**src/design/c3f_pkg.sv**
```systemverilog
`timescale 1ns / 1ps
// c3f_pkg: shared constants, types and codes of the 3x3 mod-256 filter core.
// No dependencies; every other file of the core refers to it by scoped names.

package c3f_pkg;

    // Frame geometry limits
    localparam int MAX_WIDTH  = 1024;
    localparam int MAX_HEIGHT = 1024;

    // Width of the geometry fields on the configuration port
    localparam int CFG_GEOM_W = 11;
    localparam int CFG_DATA_W = 64;
    localparam int CFG_IDX_W  = 2;

    // Power-on geometry (before clamping to the limits)
    localparam int FRAME_W_RESET = 1024;
    localparam int FRAME_H_RESET = 1024;

    // Counter widths: a column index, and widths/rows that may reach the limit itself
    localparam int COL_W = $clog2(MAX_WIDTH);
    localparam int W_W   = $clog2(MAX_WIDTH) + 1;
    localparam int H_W   = $clog2(MAX_HEIGHT) + 1;

    // Line store: four row banks, picked by the low bits of the row number
    localparam int LINE_ROWS = 4;
    localparam int BANK_W    = 2;

    // Queue between front and back
    localparam int QUEUE_DEPTH = 4;
    localparam int QPTR_W      = $clog2(QUEUE_DEPTH);
    localparam int QCNT_W      = $clog2(QUEUE_DEPTH) + 1;

    localparam int KERNEL_TAPS = 9;
    localparam int KERNEL_DIM  = 3;

    // Input command codes
    typedef enum logic {
        CMD_PIXEL = 1'b0,
        CMD_DRAIN = 1'b1
    } t_cmd;

    // Configuration register indexes
    typedef enum logic [CFG_IDX_W-1:0] {
        REG_FRAME_WIDTH  = 2'd0,
        REG_FRAME_HEIGHT = 2'd1,
        REG_KERNEL_LOW   = 2'd2,
        REG_KERNEL_NINTH = 2'd3
    } t_cfg_reg;

    typedef logic [7:0] t_pix;

    // One window column, index 0 = top row, 2 = bottom row
    typedef t_pix [KERNEL_DIM-1:0] t_col;

    // 3x3 window, index 0 = left column, 2 = right column
    typedef t_col [KERNEL_DIM-1:0] t_win;

    // Kernel: byte k is tap 3*row + col
    typedef t_pix [KERNEL_TAPS-1:0] t_kernel;

    // Effective (clamped) frame geometry
    typedef struct packed {
        logic [W_W-1:0] width;
        logic [H_W-1:0] height;
    } t_geom;

    // One beat handed from front to back
    typedef struct packed {
        t_win window;
        logic last;
    } t_item;

endpackage

```
**src/design/c3f_queue.sv**
```systemverilog
`timescale 1ns / 1ps
// c3f_queue: small FIFO of window beats between the front and the back.
// Depends on c3f_pkg.

module c3f_queue (
    input  logic                        i_clk,
    input  logic                        i_rst_n,
    input  logic                        i_push,
    input  c3f_pkg::t_item              i_item,
    input  logic                        i_pop,
    output c3f_pkg::t_item              o_item,
    output logic                        o_empty,
    output logic [c3f_pkg::QCNT_W-1:0]  o_count
);

    c3f_pkg::t_item                 r_slot [c3f_pkg::QUEUE_DEPTH];
    logic [c3f_pkg::QPTR_W-1:0]     r_wptr;
    logic [c3f_pkg::QPTR_W-1:0]     r_rptr;
    logic [c3f_pkg::QCNT_W-1:0]     r_count;
    logic                           do_pop;

    assign o_empty = (r_count == '0);
    assign o_count = r_count;
    assign o_item  = r_slot[r_rptr];
    assign do_pop  = i_pop && !o_empty;

    // Storage, no reset needed
    always_ff @(posedge i_clk) begin
        if (i_push) begin
            r_slot[r_wptr] <= i_item;
        end
    end

    // Pointers and fill level
    always_ff @(posedge i_clk) begin
        if (!i_rst_n) begin
            r_wptr  <= '0;
            r_rptr  <= '0;
            r_count <= '0;
        end else begin
            if (i_push) begin
                r_wptr <= r_wptr + 1'b1;
            end
            if (do_pop) begin
                r_rptr <= r_rptr + 1'b1;
            end
            if (i_push && !do_pop) begin
                r_count <= r_count + 1'b1;
            end else if (!i_push && do_pop) begin
                r_count <= r_count - 1'b1;
            end
        end
    end

endmodule

```
**config.mk**
```make
export PLATFORM = sky130hd
export DESIGN_NAME = c3f_queue
export DESIGN_NICKNAME = d
export VERILOG_FILES = /design/src/design/c3f_pkg.sv /design/src/design/c3f_queue.sv
export SDC_FILE = /design/constraint.sdc
export NUM_CORES = 1
export LEC_CHECK = 0
export ABC_AREA = 1
export ABC_CLOCK_PERIOD_IN_PS = 3300
export CORE_MARGIN = 10
export CORE_UTILIZATION = 55
export DETAILED_ROUTE_END_ITERATION = 8
export DONT_BUFFER_PORTS = 1
export PLACE_DENSITY_LB_ADDON = 0.12
export SLEW_MARGIN = 20
export SYNTH_ARGS = -nofsm -noshare
export SYNTH_HDL_FRONTEND = slang
export SYNTH_SLANG_ARGS = --single-unit
```
**constraint.sdc**
```tcl
create_clock -name i_clk -period 3.3 [get_ports i_clk]
set_clock_uncertainty 0.05 [all_clocks]
set_input_delay 0.66 -clock i_clk [delete_from_list [all_inputs] [get_ports i_clk]]
set_output_delay 0.66 -clock i_clk [all_outputs]
set_load 0.05 [all_outputs]
```
==> impl_metrics.toml <==
[routing]
drt-pass1-iter-count = 5
wirelength_microns = 23600
post-route-drc-count = 0
wl_per_cell_microns = 20.9
initialDrtViolationCount = 564
vias = 6515
viasPerCell = 5.77
ant_nets = 0

[timing]
period_share_pct = 92.6
hold_viol_final = 0
final_max_slew_viol_count = 0
clock.fmax_mhz = 327
rsz0062_at_grt = "false"
setup_viol = 0
max_slew_margin_pct = 48.9
period_needed_ns = 3.06
worst_pin_slew_ns = 0.766
setup_tns_ns = 0

[synthesis]
synthArstFlopShare_pct = 0
yosys-top-cells-area = "edfxtp_1 78%, nor2_1 5.1%, o22ai_1 4.0%, o21ai_0 3.6%, o21ai_1 3.0%"
synth_edf_count = 292
synth.top_cell.area_share_pct = 77.6
ys_warn_count = 0
avgSynthCellArea_sq_um = 14.7
ys_seq_area_share_pct = 79.2
synthCells = 769
synth-main-ff-cell = "edfxtp_1"
yosys.area.top_type = "edfxtp_1"
syn_nets = 852
synth_seq_cells = 301
synth_cell_types = 20
synth_area_sq_um = 11300

[run]
drv_cap = 0

[hold_path]
hp-class = "input port to flip-flop"

[clock_tree]
post_cts_buffers = 0
cts_hold_buf = 0
cts_root_buffer = "clkbuf_16"
cts_max_level = 1
cts_buffers = 29
cts_resized = 0
clockBufferDepth = 3
cts_sinks = 301
clk_latency_ns = 0.53
cts_tree = "built"
clk_pin_slew_ns = 0.06

[worst_setup_path]
path_buf_inv = 3
slowest_delay_ns = 0.47
critPathCaptureType = "primary output"
worstSetupPathType = "flip-flop to primary output"
cp_slowest_cell = "buf_12"
crit_path_start_kind = "flip-flop"
critPathMaxFanout = 126
critPathArrivalTime_ns = 2.35
cpLargestDelayFamily = "buffers and inverters"
path_cells = "inv_4 > buf_12 > nor2_1 > o22ai_1 > buf_4"
worstPathRequired_ns = 2.59

[power_and_ir_drop]
p_leak_uw = 0.00439
powerDensity_nw_per_um2 = 847
ir_drop_v = 0.000845

[global_routing]
antenna_found_initial = 0
grt_start_max_net_pins = 127
grt_usage_pct = 17.3
grt-ovfl-total = 0
grt_pass1_wl_microns = 36900
grt_pass1_vias = 6716

[die]
die_area_sq_um = 26700
initial_core_util_pct = 55.8
pin_count = 154
rows = 52
fp.dieH_microns = 163
coreArea_sq_um = 20200
die_w_microns = 163

[final_layout]
utilization_pct = 63.8
antenna_cells = 0
fill_cells = 1447
num-nets-final = 920
area_growth_syn_to_layout_pct = 14.2
drive_gt1_share_pct = 15.4

[placement]
hpwl_microns = 13600
globalplace.congestion = 0.773
port_buffers = 0

[run_status]
status = "finished clean"
cells by family (layout without fill, tap and decap cells):
group | after synthesis | after routing | share of synthesized area (%)
AOI/OAI and AO/OA | 227 | 227 | 10.9
buffers and inverters | 64 | 154 | 3.43
adders and majority gates | 6 | 6 | 0.731
xor gates and xnor gates | 1 | 1 | 0.0775
DFF | 301 | 301 | 79.2
and+or+nand+nor | 170 | 170 | 5.68
worst paths after layout:
| kind | slack [ns] | end | startpoint | cells past startpoint |
|---|---|---|---|---|
| max reg2reg | 1.08 | o_count[1]$_SDFFE_PN0P_ | o_count[1]$_SDFFE_PN0P_ | 8 |
| max | 0.24 | o_item[21] | flip-flop | 5 |
| min reg2reg | 0.47 | r_rptr[0]$_SDFFE_PN0P_ | r_rptr[0]$_SDFFE_PN0P_ | 2 |
| min | 0.17 | r_slot[3][7]$_DFFE_PP_ | i_item[7] | 0 |
worst register-to-register path, stage by stage (launching register included):
cell and delay, ns:
dfxtp_1 0.72, nor2_1 0.12, nand2_1 0.17, nand2_1 0.12
ha_1 0.21, inv_1 0.09, fa_1 0.40, o21ai_0 0.19
nor2_1 0.05
routing by layer:
layer | part of all wire, % | vias up | global-route usage [%]
met5 | 0 | - | 0
met4 | 1.9 | 0 | 4.34
met3 | 10 | 32 | 5.66
met2 | 50 | 239 | 29.4
met1 | 38 | 3223 | 21.0
li1 | - | 3021 | -
cells in the mapped netlist (3+ instances only):
library cell / number
clkbuf_1: 16
buf_4: 10
nor2_1: 152
dfxtp_1: 9
a21oi_1: 5
clkbuf_2: 4
o22ai_1: 73
inv_1: 15
ha_1: 5
o21ai_0: 82
nand3_1: 3
buf_2: 4
edfxtp_1: 292
nand2_1: 15
o21ai_1: 67
buf_6: 13
state kept, by name (all words and copies together), names as in the netlist, named ones only:
signal / count
r_wptr: 2
r_rptr: 2
o_count: 3
r_slot: 292
per-stage QoR:
stage	worst slack (ns)	hold slack (ns)	total power, uW	cells	cell area (sq um)
3_5_place_dp	0.831	0.452	8040	1076	12000
5_1_grt	0.117	0.143	11400	1129	12900
2_1_floorplan	0.713	0.415	7140	769	11300
3_3_place_gp	0.868	0.436	7970	1076	12000
4_1_cts	0.261	0.144	11000	1129	12900
6_report	0.244	0.166	10900	1129	12900
cells in the final DEF (no fill, tap or decap), types with 2 or more instances in the layout:
master     count
o22ai_1       73
clkbuf_16     29
buf_4         77
inv_1         11
clkinv_1       3
clkbuf_1      10
ha_1           5
inv_6          2
clkinv_2      12
edfxtp_1     292
a21oi_1        5
buf_12         7
nand3_1        3
nor2_1       152
o21ai_0       82
o21ai_1       67
dfxtp_1        7
nand2_1       15
cell type report:
cell class                      instances  area, sq um  area share [%]
Multi-Input combinational cell        404         1960            15.2
Clock inverter                         14         98.8           0.766
Timing Repair Buffer                   84          718            5.57
Clock buffer                           39          763            5.91
Sequential cell                       301         8950            69.4
Inverter                               17         71.3           0.553
Tap cell                              270          338            2.62
power by group:
| group | switching [uW] | internal (uW) | leakage, uW | total [uW] |
|---|---|---|---|---|
| Clock | 1300 | 1700 | 0.000428 | 3000 |
| Combinational | 2530 | 879 | 0.00120 | 3410 |
| Sequential | 123 | 4390 | 0.00276 | 4520 |
Note: power is estimated with default switching activity, not from simulation.
