**config.mk**
```make
export PLATFORM = sky130hd
export DESIGN_NAME = c3f_back
export DESIGN_NICKNAME = d
export VERILOG_FILES = /design/src/design/c3f_pkg.sv /design/src/design/c3f_back.sv
export SDC_FILE = /design/constraint.sdc
export NUM_CORES = 1
export LEC_CHECK = 0
export CAP_MARGIN = 20
export CORE_UTILIZATION = 60
export CTS_CLUSTER_DIAMETER = 100
export DETAILED_ROUTE_END_ITERATION = 8
export DONT_BUFFER_PORTS = 1
export GPL_ROUTABILITY_DRIVEN = 1
export PLACE_DENSITY = 0.79
export SLEW_MARGIN = 20
export SYNTH_ARGS = -nofsm -noshare
export SYNTH_HDL_FRONTEND = slang
export SYNTH_SLANG_ARGS = --single-unit
```
**constraint.sdc**
```tcl
create_clock -name i_clk -period 4.1 [get_ports i_clk]
set_clock_uncertainty 0.2 [all_clocks]
set_input_delay 0 -clock i_clk [delete_from_list [all_inputs] [get_ports i_clk]]
set_output_delay 0 -clock i_clk [all_outputs]
set_load 0.03 [all_outputs]
```
**src/design/c3f_pkg.sv**
```systemverilog
`timescale 1ns / 1ps
// c3f_pkg: shared constants, types and codes of the 3x3 mod-256 filter core.
// No dependencies; every other file of the core refers to it by scoped names.

package c3f_pkg;

    // Frame geometry limits
    localparam int MAX_WIDTH  = 1024;
    localparam int MAX_HEIGHT = 1024;

    // Width of the geometry fields on the configuration port
    localparam int CFG_GEOM_W = 11;
    localparam int CFG_DATA_W = 64;
    localparam int CFG_IDX_W  = 2;

    // Power-on geometry (before clamping to the limits)
    localparam int FRAME_W_RESET = 1024;
    localparam int FRAME_H_RESET = 1024;

    // Counter widths: a column index, and widths/rows that may reach the limit itself
    localparam int COL_W = $clog2(MAX_WIDTH);
    localparam int W_W   = $clog2(MAX_WIDTH) + 1;
    localparam int H_W   = $clog2(MAX_HEIGHT) + 1;

    // Line store: four row banks, picked by the low bits of the row number
    localparam int LINE_ROWS = 4;
    localparam int BANK_W    = 2;

    // Queue between front and back
    localparam int QUEUE_DEPTH = 4;
    localparam int QPTR_W      = $clog2(QUEUE_DEPTH);
    localparam int QCNT_W      = $clog2(QUEUE_DEPTH) + 1;

    localparam int KERNEL_TAPS = 9;
    localparam int KERNEL_DIM  = 3;

    // Input command codes
    typedef enum logic {
        CMD_PIXEL = 1'b0,
        CMD_DRAIN = 1'b1
    } t_cmd;

    // Configuration register indexes
    typedef enum logic [CFG_IDX_W-1:0] {
        REG_FRAME_WIDTH  = 2'd0,
        REG_FRAME_HEIGHT = 2'd1,
        REG_KERNEL_LOW   = 2'd2,
        REG_KERNEL_NINTH = 2'd3
    } t_cfg_reg;

    typedef logic [7:0] t_pix;

    // One window column, index 0 = top row, 2 = bottom row
    typedef t_pix [KERNEL_DIM-1:0] t_col;

    // 3x3 window, index 0 = left column, 2 = right column
    typedef t_col [KERNEL_DIM-1:0] t_win;

    // Kernel: byte k is tap 3*row + col
    typedef t_pix [KERNEL_TAPS-1:0] t_kernel;

    // Effective (clamped) frame geometry
    typedef struct packed {
        logic [W_W-1:0] width;
        logic [H_W-1:0] height;
    } t_geom;

    // One beat handed from front to back
    typedef struct packed {
        t_win window;
        logic last;
    } t_item;

endpackage

```
**src/design/c3f_back.sv**
```systemverilog
`timescale 1ns / 1ps
// c3f_back: result side of the filter: nine tap products, modulo-256 sum and
// a two-entry output buffer. Depends on c3f_pkg.

module c3f_back (
    input  logic                i_clk,
    input  logic                i_rst_n,
    input  c3f_pkg::t_item      i_item,
    input  logic                i_q_empty,
    output logic                o_q_pop,
    input  c3f_pkg::t_kernel    i_kernel,
    input  logic                i_pop,
    output logic                o_empty,
    output logic [7:0]          o_filtered,
    output logic                o_frame_end
);

    localparam int OB_DEPTH = 2;
    localparam int OB_PTR_W = 1;
    localparam int OB_CNT_W = 2;

    // Product stage
    logic                   r_b1_valid;
    logic                   r_b1_last;
    c3f_pkg::t_pix          r_prod [c3f_pkg::KERNEL_TAPS];
    c3f_pkg::t_pix          n_prod [c3f_pkg::KERNEL_TAPS];
    logic                   b1_ready;

    // Output buffer
    c3f_pkg::t_pix          r_ob_data [OB_DEPTH];
    logic [OB_DEPTH-1:0]    r_ob_last;
    logic [OB_PTR_W-1:0]    r_ob_wptr;
    logic [OB_PTR_W-1:0]    r_ob_rptr;
    logic [OB_CNT_W-1:0]    r_ob_count;
    logic                   ob_take;
    logic                   ob_pop;
    c3f_pkg::t_pix          sum;

    assign ob_take  = r_b1_valid && (r_ob_count != OB_CNT_W'(OB_DEPTH));
    assign b1_ready = !r_b1_valid || ob_take;
    assign o_q_pop  = !i_q_empty && b1_ready;
    assign ob_pop   = i_pop && (r_ob_count != '0);

    // One multiplier lane per tap, low byte kept
    always_comb begin
        logic [15:0] wide;
        for (int dr = 0; dr < c3f_pkg::KERNEL_DIM; dr++) begin
            for (int dc = 0; dc < c3f_pkg::KERNEL_DIM; dc++) begin
                wide = {8'd0, i_item.window[dc][dr]}
                       * {8'd0, i_kernel[c3f_pkg::KERNEL_DIM * dr + dc]};
                n_prod[c3f_pkg::KERNEL_DIM * dr + dc] = wide[7:0];
            end
        end
    end

    always_ff @(posedge i_clk) begin
        if (o_q_pop) begin
            r_prod    <= n_prod;
            r_b1_last <= i_item.last;
        end
    end

    always_ff @(posedge i_clk) begin
        if (!i_rst_n) begin
            r_b1_valid <= 1'b0;
        end else if (o_q_pop) begin
            r_b1_valid <= 1'b1;
        end else if (ob_take) begin
            r_b1_valid <= 1'b0;
        end
    end

    // Byte-wide sum wraps modulo 256 by itself
    always_comb begin
        sum = '0;
        for (int k = 0; k < c3f_pkg::KERNEL_TAPS; k++) begin
            sum = sum + r_prod[k];
        end
    end

    // Output buffer storage
    always_ff @(posedge i_clk) begin
        if (ob_take) begin
            r_ob_data[r_ob_wptr] <= sum;
            r_ob_last[r_ob_wptr] <= r_b1_last;
        end
    end

    // Output buffer pointers
    always_ff @(posedge i_clk) begin
        if (!i_rst_n) begin
            r_ob_wptr  <= '0;
            r_ob_rptr  <= '0;
            r_ob_count <= '0;
        end else begin
            if (ob_take) begin
                r_ob_wptr <= r_ob_wptr + 1'b1;
            end
            if (ob_pop) begin
                r_ob_rptr <= r_ob_rptr + 1'b1;
            end
            if (ob_take && !ob_pop) begin
                r_ob_count <= r_ob_count + 1'b1;
            end else if (!ob_take && ob_pop) begin
                r_ob_count <= r_ob_count - 1'b1;
            end
        end
    end

    assign o_empty     = (r_ob_count == '0);
    assign o_filtered  = r_ob_data[r_ob_rptr];
    assign o_frame_end = r_ob_last[r_ob_rptr];

endmodule

```
==> run summary <==
Hold crit path type -> primary input to flip-flop
Nets -> 1759
Core area -> 0.0203 mm2
Synthesized net count -> 1683
Ys async rst share -> 0%
Pleak -> 6.65 nW
Vias in the first global route -> 8746
Num CTS Buffers -> 9
# Max-Cap Violations -> 0
CTS sink count -> 97
Startpoint types -> flip-flop
Antenna diodes -> 0
Register area share after synthesis -> 22.8%
Tmin final -> 3.98 ns
R2r setup slk -> 0.12 ns
Final Instance Area -> 0.0138 mm2
Synth Cell Area -> 0.0125 mm2
Clk_lat worst skew -> 0.34 ns
Psw -> 4.32 mW
Non-Filler Instances -> 1579
CTS root buf -> clkbuf_16
Die height -> 146 um
CP arrival -> 3.86 ns
Initial antenna violation count -> 0
Avg Synthesized Cell Area -> 10.2 um2
Post-synth top area share -> 24.5%
Post-route ant nets -> 0
Most frequent cells in the layout -> inv_1 (264), and2_1 (212), fa_1 (152), ha_1 (152), xnor2_1 (146)
Sw Ratio -> 42.0%
Port Buf Inserts -> 0
Placed Area -> 0.0128 mm2
Internal -> 5.96 mW
Global-route wire length before repair -> 40.3 mm
Required time of the critical path -> 3.98 ns
Routability cong. -> 0.854
Drt wl/cell -> 14.6 um
Cells after Synth -> 1228
Post-synth top flop -> edfxtp_1
VDD IR-drop max -> 0.00102 V
Syn. warnings -> 0
Slew headroom -> 37.4%
CTS tree -> built
I/O pin count -> 160
Final setup viols -> 0
Final hold vios -> 0
Slew @ Worst Pin -> 0.939 ns
Routed Wire Length -> 23.0 mm
Period utilization -> 97.0%
Outcome -> completed
GRT Util Overall -> 23.4%
Initial core utilization -> 61.6%
GRT overflow -> 0
Cells after DPL -> 1498
Top cells by area, synth -> fa_1 (25%), edfxtp_1 (22%), ha_1 (15%), and2_1 (11%), xnor2_1 (10%)
Core Rows -> 52
DIE WIDTH -> 146 um
Critical-path maximum fanout -> 2
Sequential share of power -> 22.5%
DRC viols -> 0
Crit path kind -> flip-flop to flip-flop
Cell Pwr Density -> 745 mW/mm2
Area leader, netlist -> fa_1
Post-DP HPWL -> 19.1 mm
1st-iter DRT viols -> 429
EDFF count, synth -> 91
Final Max Tran Viols -> 0
Share of total power in the clock network -> 7.7%
First-pass DRT Iterations -> 4
Most common cell after layout, fill and taps aside -> inv_1
Number of distinct library cells after synthesis -> 25
Combinational share of power -> 69.9%
Yosys reg bits -> 97
Via count -> 8003
CP Capture Type -> flip-flop
Peak Freq -> 0.251 GHz
Largest net degree at the start of global routing -> 74
CTS clk-pin slew, worst paths -> 0.07 ns
Final total power -> 10.3 mW
H-tree levels -> 3
Vias per cell -> 5.07
Clock Path Buffers -> 2
Area grow syn2layout -> 10.4%
Total die area -> 0.0214 mm2
Layout cells sized above 1 -> 2.75%
-- sequential cells by signal (all words and copies together), names as in the netlist, named ones only --
register and flops:
r_prod 72, r_b1_last 1, r_ob_last 2, r_ob_rptr 1, r_ob_data 16, r_ob_wptr 1, r_ob_count 2, r_b1_valid 1
-- worst max-delay path: stages (launching register included) --
cell and delay (ns):
edfxtp_1 0.43, fa_1 0.57, fa_1 0.44, fa_1 0.54
inv_1 0.05, fa_1 0.47, inv_1 0.07, ha_1 0.28
a21o_1 0.19, a21oi_2 0.14, o21bai_1 0.07, a21oi_1 0.17
xnor2_1 0.10
-- cell type report --
type / count / area (um2)
clock buffers: 9 / 225
multi-input cells: 865 / 8680
inverters: 265 / 995
flip-flops and latches: 97 / 2850
well taps: 270 / 338
fillers: 1557 / 6500
repair buffers: 66 / 656
clock inverters: 7 / 53.8
-- final timing paths --
check / startpoint / end / depth (start not counted)
setup / recovery: r_prod[51]$_DFFE_PP_ / r_ob_data[0][7]$_DFFE_PP_ / 12
hold reg to reg: r_b1_last$_DFFE_PP_ / r_ob_last[0]$_DFFE_PP_ / 0
setup reg to reg: r_prod[51]$_DFFE_PP_ / r_ob_data[0][7]$_DFFE_PP_ / 12
hold / removal: i_item[22] / r_prod[23]$_DFFE_PP_ / 4
-- cell usage after synthesis (4+ instances only) --
library cell and n:
inv_1 265, and2_1 212, fa_1 153, ha_1 153, xnor2_1 146, nand2_1 115
edfxtp_1 91, a21oi_1 21, a21o_1 19, xor2_1 19, mux2_2 9, dfxtp_1 6
nor2_1 4
-- metal layers --
metal	share of wire (%)	GRT usage (%)	vias up
met4	0.46	2.34	0
met5	0	0	-
met3	3.3	3.09	12
met2	52	43.0	147
met1	44	30.2	3955
li1	-	-	3889
-- metrics by stage --
| step | setup WS (ns) | utilization [%] | hold slack, ns | TNS [ns] |
|---|---|---|---|---|
| floorplan | 0.163 | - | -0.101 | 0 |
| global placement | 0.0825 | 63.3 | -0.155 | 0 |
| detailed placement | -0.0251 | 63.3 | -0.154 | -0.0502 |
| CTS | 0.00390 | 67.8 | 0.000260 | 0 |
| global route | -0.0121 | 68.0 | 0.0191 | -0.0242 |
| finish | 0.123 | 68.0 | 0.00472 | 0 |
-- timing repair --
item	4_1_cts	5_1_grt
resized for setup	0	6
buffers inserted	0	1
pin swaps	1	7
endpoints found under the setup margin	2	4
hold buffers	64	0
hold endpoints to repair	37	0
-- kinds of logic (layout without fill, tap and decap cells) --
family | Yosys count | in the layout | share of synthesized area (%)
DFF | 97 | 97 | 22.8
buffers and inverters | 266 | 347 | 7.99
AOI/OAI and AO/OA | 46 | 46 | 2.30
and+or+nand+nor | 338 | 338 | 14.5
xor gates and xnor gates | 166 | 166 | 11.7
muxes | 9 | 9 | 0.811
adders and majority gates | 306 | 306 | 39.8
-- power by group through the flow --
stage,combinational [mW],sequential [mW],clock (mW)
after floorplan,5.46,2.27,0
after global placement,6.61,2.32,0
after detailed placement,6.87,2.34,0
after CTS,7.00,2.30,0.800
after global routing,7.98,2.32,0.842
final,7.18,2.31,0.789
No activity file was read; power rests on OpenSTA's default activity.
